File: src/hdl/adsrg_pkg.sv
`default_nettype none

package adsrg_pkg;

   localparam int TIME_BITS_DEF = 24;

   localparam int SAMPLE_BITS   = 16;
   localparam int LEN_BITS      = 24;
   localparam int LEVEL_BITS    = 15;
   localparam int GAIN_BITS     = 15;
   localparam int FRAC_BITS     = 14;
   localparam int QUO_BITS      = 15;
   localparam int CSR_IDX_BITS  = 3;
   localparam int CSR_DATA_BITS = 24;

   localparam logic [CSR_IDX_BITS-1:0] REG_ATTACK_END    = 3'd0;
   localparam logic [CSR_IDX_BITS-1:0] REG_DECAY_END     = 3'd1;
   localparam logic [CSR_IDX_BITS-1:0] REG_SUSTAIN_LEVEL = 3'd2;
   localparam logic [CSR_IDX_BITS-1:0] REG_RELEASE_LEN   = 3'd3;
   localparam logic [CSR_IDX_BITS-1:0] REG_NOTE_LEN      = 3'd4;

   localparam logic [LEN_BITS-1:0]   ATTACK_END_RST    = 24'd4410;
   localparam logic [LEN_BITS-1:0]   DECAY_END_RST     = 24'd2205;
   localparam logic [LEVEL_BITS-1:0] SUSTAIN_LEVEL_RST = 15'd16384;
   localparam logic [LEN_BITS-1:0]   RELEASE_LEN_RST   = 24'd4410;
   localparam logic [LEN_BITS-1:0]   NOTE_LEN_RST      = 24'd44100;

   localparam logic [GAIN_BITS-1:0] UNITY_GAIN = 15'd16384;

   typedef enum logic [2:0] {
      ST_IDLE,
      ST_DECODE,
      ST_MUL,
      ST_DIV,
      ST_GAIN,
      ST_APPLY,
      ST_SAT,
      ST_OUT
   } state_type;

   typedef enum logic [2:0] {
      SEG_ATTACK,
      SEG_DECAY_UP,
      SEG_DECAY_DOWN,
      SEG_RELEASE,
      SEG_FLAT
   } seg_type;

endpackage

`default_nettype wire

File: src/hdl/adsrg_if.sv
`default_nettype none

interface adsrg_req_if;
   logic                                        valid;
   logic                                        ready;
   logic signed [adsrg_pkg::SAMPLE_BITS-1:0]    sample_in;
   logic                                        restart;

   modport source (output valid, output sample_in, output restart, input ready);
   modport sink   (input valid, input sample_in, input restart, output ready);
endinterface

interface adsrg_rsp_if;
   logic                                        valid;
   logic                                        ready;
   logic signed [adsrg_pkg::SAMPLE_BITS-1:0]    sample_out;
   logic                                        still_active;

   modport source (output valid, output sample_out, output still_active, input ready);
   modport sink   (input valid, input sample_out, input still_active, output ready);
endinterface

`default_nettype wire

File: src/hdl/adsr_envelope_gain_top.sv
// Channel    Dir  Payload
// req_chan   in   sample_in (s16), restart (1)
// rsp_chan   out  sample_out (s16), still_active (1)
// csr_*      in   csr_we, csr_index (3), csr_wdata (24)
//
// One item at a time; req ready only while idle.
// Ramp segments (attack, decay, release) step through DECODE, MUL, DIV, GAIN,
// APPLY, SAT and OUT, with the 15-step restoring divider forming the gain; flat
// sustain or past-note items go from DECODE to APPLY. rsp valid holds until taken.
// Reset is synchronous: registers return to defaults, elapsed count clears.
`default_nettype none

module adsr_envelope_gain_top #(
   parameter int TIME_BITS = adsrg_pkg::TIME_BITS_DEF
) (
   input  wire logic                                 clock,
   input  wire logic                                 reset,
   adsrg_req_if.sink                                 req_chan,
   adsrg_rsp_if.source                               rsp_chan,
   input  wire logic                                 csr_we,
   input  wire logic [adsrg_pkg::CSR_IDX_BITS-1:0]   csr_index,
   input  wire logic [adsrg_pkg::CSR_DATA_BITS-1:0]  csr_wdata
);

   localparam int LEN_BITS   = adsrg_pkg::LEN_BITS;
   localparam int GAIN_BITS  = adsrg_pkg::GAIN_BITS;
   localparam int LVL_BITS   = adsrg_pkg::LEVEL_BITS;
   localparam int SMP_BITS   = adsrg_pkg::SAMPLE_BITS;
   localparam int QUO_BITS   = adsrg_pkg::QUO_BITS;
   localparam int FRAC_BITS  = adsrg_pkg::FRAC_BITS;
   localparam int CW         = ((TIME_BITS > LEN_BITS) ? TIME_BITS : LEN_BITS) + 1;
   localparam int CNT_BITS   = $clog2(QUO_BITS);
   localparam int MA_BITS    = SMP_BITS + 1;
   localparam int MB_BITS    = LEN_BITS + 1;
   localparam int MP_BITS    = MA_BITS + MB_BITS;
   localparam int NUM_BITS   = LEN_BITS + QUO_BITS;
   localparam int PROD_BITS  = SMP_BITS + GAIN_BITS;
   localparam int SH_BITS    = PROD_BITS - FRAC_BITS;
   localparam logic [TIME_BITS-1:0] TIME_MAX = {TIME_BITS{1'b1}};

   typedef struct packed {
      logic decode;
      logic mul;
      logic div;
      logic gain;
      logic apply;
      logic sat;
   } ctrl_type;

   adsrg_pkg::state_type state_ff, state_in;
   adsrg_pkg::seg_type   seg_ff, seg_in;
   ctrl_type             ctrl;

   logic [LEN_BITS-1:0]  attack_end_ff, decay_end_ff, release_len_ff, note_len_ff;
   logic [LVL_BITS-1:0]  sustain_ff;

   logic [TIME_BITS-1:0] elapsed_ff, t_ff, t_cur, t_inc;
   logic                 active_ff, active_in;
   logic signed [SMP_BITS-1:0] sample_ff;

   logic [CW-1:0]        t_w;
   logic [GAIN_BITS-1:0] coef_ff, coef_in;
   logic [LEN_BITS-1:0]  mcand_ff, mcand_in;
   logic [LEN_BITS-1:0]  den_ff, den_in;
   logic [GAIN_BITS-1:0] flat_gain;

   logic [LEN_BITS-1:0]  rem_ff;
   logic [QUO_BITS-1:0]  quo_ff;
   logic [CNT_BITS-1:0]  cnt_ff;
   logic [LEN_BITS:0]    trial;
   logic                 trial_ge;
   logic                 div_last;

   logic [GAIN_BITS-1:0] gain_ff, gain_in;

   logic signed [MA_BITS-1:0]   mul_a;
   logic signed [MB_BITS-1:0]   mul_b;
   logic signed [MP_BITS-1:0]   mul_p;
   logic signed [PROD_BITS-1:0] prod_ff;
   logic signed [SH_BITS-1:0]   shifted;
   logic signed [SMP_BITS-1:0]  sat_val, out_sample_ff;

   logic req_fire;

   assign req_fire = req_chan.valid & req_chan.ready;

   // elapsed time for this item and the saturating count after it
   assign t_cur     = req_chan.restart ? '0 : elapsed_ff;
   assign t_inc     = (t_cur == TIME_MAX) ? t_cur : t_cur + TIME_BITS'(1);
   assign active_in = CW'(t_inc) < CW'(note_len_ff);

   // segment decode and operands for the ramp quotient
   assign t_w = CW'(t_ff);

   always_comb begin
      seg_in    = adsrg_pkg::SEG_FLAT;
      coef_in   = adsrg_pkg::UNITY_GAIN;
      mcand_in  = t_w[LEN_BITS-1:0];
      den_in    = attack_end_ff;
      flat_gain = sustain_ff;
      priority if (t_w < CW'(attack_end_ff)) begin
         seg_in = adsrg_pkg::SEG_ATTACK;
      end else if (t_w < CW'(decay_end_ff)) begin
         mcand_in = t_w[LEN_BITS-1:0] - attack_end_ff;
         den_in   = decay_end_ff - attack_end_ff;
         if (sustain_ff >= adsrg_pkg::UNITY_GAIN) begin
            seg_in  = adsrg_pkg::SEG_DECAY_UP;
            coef_in = sustain_ff - adsrg_pkg::UNITY_GAIN;
         end else begin
            seg_in  = adsrg_pkg::SEG_DECAY_DOWN;
            coef_in = adsrg_pkg::UNITY_GAIN - sustain_ff;
         end
      end else if ((release_len_ff != '0) &&
                   ((t_w + CW'(release_len_ff)) > CW'(note_len_ff))) begin
         if (t_w >= CW'(note_len_ff)) begin
            flat_gain = '0;
         end else begin
            seg_in   = adsrg_pkg::SEG_RELEASE;
            coef_in  = (sustain_ff == '0) ? adsrg_pkg::UNITY_GAIN : sustain_ff;
            mcand_in = note_len_ff - t_w[LEN_BITS-1:0];
            den_in   = release_len_ff;
         end
      end else begin
         flat_gain = sustain_ff;
      end
   end

   // shared multiplier: ramp numerator, then sample times gain
   always_comb begin
      if (ctrl.apply) begin
         mul_a = MA_BITS'(sample_ff);
         mul_b = MB_BITS'(gain_ff);
      end else begin
         mul_a = MA_BITS'(coef_ff);
         mul_b = MB_BITS'(mcand_ff);
      end
   end

   assign mul_p = mul_a * mul_b;

   // one restoring divide step per cycle
   assign trial    = {rem_ff, quo_ff[QUO_BITS-1]};
   assign trial_ge = trial >= {1'b0, den_ff};
   assign div_last = cnt_ff == CNT_BITS'(QUO_BITS - 1);

   always_comb begin
      unique case (seg_ff)
         adsrg_pkg::SEG_ATTACK,
         adsrg_pkg::SEG_RELEASE:    gain_in = quo_ff;
         adsrg_pkg::SEG_DECAY_UP:   gain_in = adsrg_pkg::UNITY_GAIN + quo_ff;
         adsrg_pkg::SEG_DECAY_DOWN: gain_in = adsrg_pkg::UNITY_GAIN - quo_ff;
         default:                   gain_in = gain_ff;
      endcase
   end

   // floor shift by the fraction bits, then clamp to the sample range
   assign shifted = prod_ff[PROD_BITS-1:FRAC_BITS];

   always_comb begin
      if (shifted[SH_BITS-1] != shifted[SMP_BITS-1]) begin
         sat_val = {shifted[SH_BITS-1], {(SMP_BITS-1){~shifted[SH_BITS-1]}}};
      end else begin
         sat_val = shifted[SMP_BITS-1:0];
      end
   end

   // next state
   always_comb begin
      state_in = state_ff;
      unique case (state_ff)
         adsrg_pkg::ST_IDLE: begin
            if (req_fire) state_in = adsrg_pkg::ST_DECODE;
         end
         adsrg_pkg::ST_DECODE: begin
            if (seg_in == adsrg_pkg::SEG_FLAT) state_in = adsrg_pkg::ST_APPLY;
            else state_in = adsrg_pkg::ST_MUL;
         end
         adsrg_pkg::ST_MUL:   state_in = adsrg_pkg::ST_DIV;
         adsrg_pkg::ST_DIV: begin
            if (div_last) state_in = adsrg_pkg::ST_GAIN;
         end
         adsrg_pkg::ST_GAIN:  state_in = adsrg_pkg::ST_APPLY;
         adsrg_pkg::ST_APPLY: state_in = adsrg_pkg::ST_SAT;
         adsrg_pkg::ST_SAT:   state_in = adsrg_pkg::ST_OUT;
         adsrg_pkg::ST_OUT: begin
            if (rsp_chan.ready) state_in = adsrg_pkg::ST_IDLE;
         end
         default: state_in = adsrg_pkg::ST_IDLE;
      endcase
   end

   // outputs of the sequencer
   always_comb begin
      ctrl.decode    = state_ff == adsrg_pkg::ST_DECODE;
      ctrl.mul       = state_ff == adsrg_pkg::ST_MUL;
      ctrl.div       = state_ff == adsrg_pkg::ST_DIV;
      ctrl.gain      = state_ff == adsrg_pkg::ST_GAIN;
      ctrl.apply     = state_ff == adsrg_pkg::ST_APPLY;
      ctrl.sat       = state_ff == adsrg_pkg::ST_SAT;
      req_chan.ready = state_ff == adsrg_pkg::ST_IDLE;
      rsp_chan.valid = state_ff == adsrg_pkg::ST_OUT;
   end

   assign rsp_chan.sample_out   = out_sample_ff;
   assign rsp_chan.still_active = active_ff;

   always_ff @(posedge clock) begin
      if (reset) begin
         state_ff       <= adsrg_pkg::ST_IDLE;
         elapsed_ff     <= '0;
         attack_end_ff  <= adsrg_pkg::ATTACK_END_RST;
         decay_end_ff   <= adsrg_pkg::DECAY_END_RST;
         sustain_ff     <= adsrg_pkg::SUSTAIN_LEVEL_RST;
         release_len_ff <= adsrg_pkg::RELEASE_LEN_RST;
         note_len_ff    <= adsrg_pkg::NOTE_LEN_RST;
      end else begin
         state_ff <= state_in;
         if (req_fire) elapsed_ff <= t_inc;
         if (csr_we) begin
            unique case (csr_index)
               adsrg_pkg::REG_ATTACK_END:    attack_end_ff  <= csr_wdata[LEN_BITS-1:0];
               adsrg_pkg::REG_DECAY_END:     decay_end_ff   <= csr_wdata[LEN_BITS-1:0];
               adsrg_pkg::REG_SUSTAIN_LEVEL: sustain_ff     <= csr_wdata[LVL_BITS-1:0];
               adsrg_pkg::REG_RELEASE_LEN:   release_len_ff <= csr_wdata[LEN_BITS-1:0];
               adsrg_pkg::REG_NOTE_LEN:      note_len_ff    <= csr_wdata[LEN_BITS-1:0];
               default: ;
            endcase
         end
      end
   end

   always_ff @(posedge clock) begin
      if (req_fire) begin
         t_ff      <= t_cur;
         sample_ff <= req_chan.sample_in;
         active_ff <= active_in;
      end
      if (ctrl.decode) begin
         seg_ff   <= seg_in;
         coef_ff  <= coef_in;
         mcand_ff <= mcand_in;
         den_ff   <= den_in;
         gain_ff  <= flat_gain;
      end
      if (ctrl.mul) begin
         // quotient fits QUO_BITS, so the upper part already sits below the divisor
         rem_ff <= mul_p[NUM_BITS-1:QUO_BITS];
         quo_ff <= mul_p[QUO_BITS-1:0];
         cnt_ff <= '0;
      end
      if (ctrl.div) begin
         rem_ff <= trial_ge ? LEN_BITS'(trial - {1'b0, den_ff}) : trial[LEN_BITS-1:0];
         quo_ff <= {quo_ff[QUO_BITS-2:0], trial_ge};
         cnt_ff <= cnt_ff + CNT_BITS'(1);
      end
      if (ctrl.gain) gain_ff <= gain_in;
      if (ctrl.apply) prod_ff <= mul_p[PROD_BITS-1:0];
      if (ctrl.sat) out_sample_ff <= sat_val;
   end

endmodule

`default_nettype wire

File: src/flat_wrapper.sv
// flat-port wrapper written by rule: the top's interface ports become plain ports
module adsr_envelope_gain_top_flat 
#(
   parameter int TIME_BITS = adsrg_pkg::TIME_BITS_DEF
)
  (clock, reset, csr_we, csr_index, csr_wdata, req_chan_valid, req_chan_sample_in, req_chan_restart, req_chan_ready, rsp_chan_valid, rsp_chan_sample_out, rsp_chan_still_active, rsp_chan_ready);
  adsrg_req_if req_chan_i ();
  adsrg_rsp_if rsp_chan_i ();
  input  wire logic clock;
  input  wire logic reset;
  input  wire logic csr_we;
  input  wire logic [adsrg_pkg::CSR_IDX_BITS-1:0] csr_index;
  input  wire logic [adsrg_pkg::CSR_DATA_BITS-1:0] csr_wdata;
  input wire logic [$bits(req_chan_i.valid)-1:0] req_chan_valid;
  input wire logic [$bits(req_chan_i.sample_in)-1:0] req_chan_sample_in;
  input wire logic [$bits(req_chan_i.restart)-1:0] req_chan_restart;
  output wire logic [$bits(req_chan_i.ready)-1:0] req_chan_ready;
  output wire logic [$bits(rsp_chan_i.valid)-1:0] rsp_chan_valid;
  output wire logic [$bits(rsp_chan_i.sample_out)-1:0] rsp_chan_sample_out;
  output wire logic [$bits(rsp_chan_i.still_active)-1:0] rsp_chan_still_active;
  input wire logic [$bits(rsp_chan_i.ready)-1:0] rsp_chan_ready;
  assign req_chan_i.valid = req_chan_valid;
  assign req_chan_i.sample_in = req_chan_sample_in;
  assign req_chan_i.restart = req_chan_restart;
  assign req_chan_ready = req_chan_i.ready;
  assign rsp_chan_valid = rsp_chan_i.valid;
  assign rsp_chan_sample_out = rsp_chan_i.sample_out;
  assign rsp_chan_still_active = rsp_chan_i.still_active;
  assign rsp_chan_i.ready = rsp_chan_ready;
  adsr_envelope_gain_top #(.TIME_BITS(TIME_BITS)) u_core (.clock(clock), .reset(reset), .req_chan(req_chan_i), .rsp_chan(rsp_chan_i), .csr_we(csr_we), .csr_index(csr_index), .csr_wdata(csr_wdata));
endmodule
File: config.mk
export PLATFORM = sky130hd
export DESIGN_NAME = adsr_envelope_gain_top_flat
export DESIGN_NICKNAME = d
export VERILOG_FILES = /design/src/hdl/adsrg_pkg.sv /design/src/hdl/adsrg_if.sv /design/src/hdl/adsr_envelope_gain_top.sv /design/src/flat_wrapper.sv
export SDC_FILE = /design/constraint.sdc
export NUM_CORES = 2
export LEC_CHECK = 0
export BUFFER_PORTS_ARGS = -buffer_cell sky130_fd_sc_hd__buf_2
export CELL_PAD_IN_SITES_DETAIL_PLACEMENT = 2
export CELL_PAD_IN_SITES_GLOBAL_PLACEMENT = 2
export CORE_UTILIZATION = 30
export CTS_CLUSTER_DIAMETER = 30
export CTS_CLUSTER_SIZE = 40
export DETAILED_ROUTE_END_ITERATION = 6
export PLACE_DENSITY_LB_ADDON = 0.1
export SLEW_MARGIN = 20
export SYNTH_ARGS = -nofsm -noshare
export SYNTH_HDL_FRONTEND = slang
export SYNTH_SLANG_ARGS = --single-unit
export TNS_END_PERCENT = 1
File: constraint.sdc
create_clock -name clock -period 21.8 [get_ports clock]
set_input_delay 2.18 -clock clock [delete_from_list [all_inputs] [get_ports clock]]
set_output_delay 2.18 -clock clock [all_outputs]
set_load 0.05 [all_outputs]
==> summary.md <==
| Metric | Value |
|---|---|
| Cells after synthesis | 3955 |
| R2r worst-path depth | 28 |
| Clk slew on worst S/H paths | 50 ps |
| DRC | 3 |
| H-Tree Depth | 3 |
| Cell repeated most along the worst path | fa_1 |
| Clk_lat worst skew | 710 ps |
| Sequential area share after synthesis | around 25% |
| Slowest cell on crit path | mux2i_1 |
| Mean area per synthesized cell | 8.81 um^2 |
| Die Width | 343 um |
| Area Overhead vs Synth | 16.6% |
| Final Slew Violations | 0 |
| Final setup TNS | 0 ps |
| HPWL Detailed | roughly 120000 um |
| Setup-failing EPs final | 0 |
| Max_cap viols | 0 |
| Vias in the first global route | between 30000 and 40000 |
| Total vias in the final route | about 29000 |
| CTS Buf Count | 104 |
| Slew HR | 17.8% |
| Initial DRC count | 1295 |
| Max Clk Rate | 0.103 GHz |
| Synth area leaders | fa_1 (19%), edfxtp_1 (17%), ha_1 (11%) |
| Initial core utilization | between 30% and 40% |
| Row cnt | 124 |
| CTS tree | built |
| Worst Tran Pin Value | 1230 ps |
| Fraction of layout cells with a size suffix above 1 | 8.37% |
| Peak fanout along the critical path | between 40 and 50 |
| Violated checks | DRC |
| Final Hold Viols | 0 |
| First-pass GRT wire length | between 200000 and 250000 um |
| Flops & latches, synth | 336 |
| CP max stage delay | between 900 and 1000 ps |
| Die area | 117000 um^2 |
| Chip Height | roughly 340 um |
| Synth top area share | 19.2% |
| Initial DRT Pass Iterations | 7 |
| EDFF count, synth | 198 |
| Outcome | complete, but fails checks |
| Setup bufs post-CTS | 0 |
| Hold Crit Depth | 2 |
| Hold Path Class | flip-flop to flip-flop |
| CTS max path bufs | 3 |
| Worst Skew | ~48 ps |
| FF-to-FF setup slack | 12050 ps |
| Placer Congestion | 0.860 |
| Area leader, netlist | fa_1 |
| IO Count | 68 |
| Seq. cell area | 8710 um^2 |
| Kind of critical path | flip-flop to flip-flop |
| Final ANT Viol Nets | 0 |
| ANT cells | 0 |
| Fill cell count | between 10000 and 15000 |
| Largest net degree at the start of global routing | 83 |
| Routed vias/inst | ~5.1 |
| Final period util | around 45% |
| Total track usage | 24.7% |
| Clk sinks | ~340 |
| Global route overflow | 0 |
| Multi-input gate area | 23600 um^2 |
| Critical Path End Type | flip-flop |
| Asr flop ratio synth | 0% |
| Root Driver | clkbuf_16 |
| WP data arrival | 10160 ps |
| Unrepaired setup endpoints after global routing | false |
| Synthesis warning total | 0 |
| Post-Syn Area | 34800 um^2 |
| Drt wl/cell | between 20 and 30 um |
| Layout net count | approximately 4700 |
| Netlist cell types | 92 |
| Critical Path RT | 22210 ps |
| Synth Flop Type | edfxtp_1 |
| Minimum clock period | ~9800 ps |
| IO buf count | 67 |
| Core Region | roughly 110000 um^2 |
| CP Launch Type | flip-flop |
| Hold-fix buffers, CTS | 0 |
| Antenna violations before repair | 10 |
| Post-Route WL | 144000 um |
| Post-cts sizing count | 0 |
layout by cell type, fill, tap and decap left out, types with 25 or more instances in the layout:
| cell type | synthesis | layout |
|---|---|---|
| nand2_1 | 635 | 633 |
| inv_1 | 529 | 527 |
| fa_1 | 334 | 334 |
| ha_1 | 320 | 320 |
| nor2_1 | 293 | 289 |
| a21oi_1 | 238 | 238 |
| edfxtp_1 | 198 | 198 |
| dfxtp_1 | 138 | 138 |
| o21ai_0 | 119 | 118 |
| clkbuf_16 | 0 | 105 |
| xnor2_1 | 95 | 95 |
| and3_1 | 90 | 90 |
| a21o_1 | 86 | 86 |
| xor2_1 | 71 | 71 |
| nor3_1 | 66 | 66 |
| buf_2 | 11 | 66 |
| nor2b_1 | 49 | 48 |
| buf_4 | 2 | 44 |
| mux2i_1 | 45 | 40 |
| nand3_1 | 35 | 35 |
| nand2b_1 | 34 | 34 |
| o21a_1 | 29 | 29 |
| nand4_1 | 26 | 26 |
| nand3b_1 | 25 | 25 |
worst max-delay path: cells and delay by family, from the launching register on:
family | cells | cell delay (ps)
multiplexers | 1 | 940
buffers and inverters | 7 | 1650
AO/OA/AOI/OAI | 8 | 2070
AND/OR/NAND/NOR | 4 | 660
XOR/XNOR | 1 | 150
flip-flops | 1 | 510
adder cells (fa/ha/maj) | 7 | 3430
per-stage QoR:
step                      setup slack (ps)  util (%)  hold slack (ps)  std cells  cell area (um^2)
final                                12050      35.4              456       5636             40600
after global routing                 11370      35.4              480       5636             40600
after CTS                            11950      35.4              458       5636             40600
after detailed placement             12010      32.2              453       5441             36900
after global placement               12170      32.2              444       5441             36900
after floorplan                      13880         -              436       3961             34800
metal layers:
metal / share of wire [%] / vias to the layer above / track usage (%)
li1: - / 13500 / -
met1: 41 / 14900 / 29.2
met2: 53 / 399 / 46.1
met3: 2.5 / 157 / 2.67
met4: 3.2 / 0 / 7.93
met5: 0 / - / 0
cell usage after synthesis (16+ instances only):
cell      count
xor2_1       71
nor2b_1      49
o21bai_1     21
nand2b_1     34
a21oi_1     238
ha_1        320
xnor2_1      95
nor3_1       66
o211ai_1     18
nand4_1      26
inv_1       529
nand3b_1     25
nand2_1     635
or3_1        22
a21o_1       86
and3_1       90
a211oi_1     21
fa_1        334
nor2_1      293
mux2i_1      45
a22oi_1      23
nand3_1      35
nor4_1       20
clkbuf_1    119
a211o_1      19
or2_2        16
o21a_1       29
a22o_1       16
o21ai_0     119
dfxtp_1     138
edfxtp_1    198
and2_1       24
registers in the layout, summed over array words and instances (netlist names), 16 cells and up:
name and cells:
u_core.attack_end_ff 24, u_core.decay_end_ff 24, u_core.den_ff 24, u_core.elapsed_ff 24
u_core.mcand_ff 24, u_core.note_len_ff 24, u_core.prod_ff 17, u_core.release_len_ff 24
u_core.rem_ff 24, u_core.rsp_chan.sample_out 16, u_core.sample_ff 16, u_core.t_ff 24
area by class of cell:
type,count,share of cell area (%)
clock buffer,131,6.91
timing repair buffer,110,1.63
tap,1512,4.66
sequential,336,21.4
inverter,529,4.90
clock inverter,64,2.22
multi-input combinational,2954,58.2
cells by family (layout without fill, tap and decap cells):
| kind of cell | Yosys count | count (layout) | share of synthesized area (%) |
|---|---|---|---|
| AO/OA/AOI/OAI | 712 | 712 | 13.6 |
| XOR/XNOR | 166 | 166 | 4.17 |
| adder cells (fa/ha/maj) | 654 | 654 | 30.7 |
| buffers and inverters | 671 | 834 | 7.34 |
| flip-flops | 336 | 336 | 25.0 |
| multiplexers | 47 | 47 | 1.36 |
| other | 2 | 8 | 0.0216 |
| AND/OR/NAND/NOR | 1367 | 1367 | 17.8 |
worst paths after layout:
kind,from,end
max,u_core.state_ff[0],u_core.rem_ff[21]
min,u_core.attack_end_ff[18],u_core.attack_end_ff[18]
max reg2reg,u_core.state_ff[0],u_core.rem_ff[21]
min reg2reg,u_core.attack_end_ff[18],u_core.attack_end_ff[18]
Power is left out: the tool's default activity adds up to more than one toggle a clock period on the data nets, which glitch-free logic cannot reach.
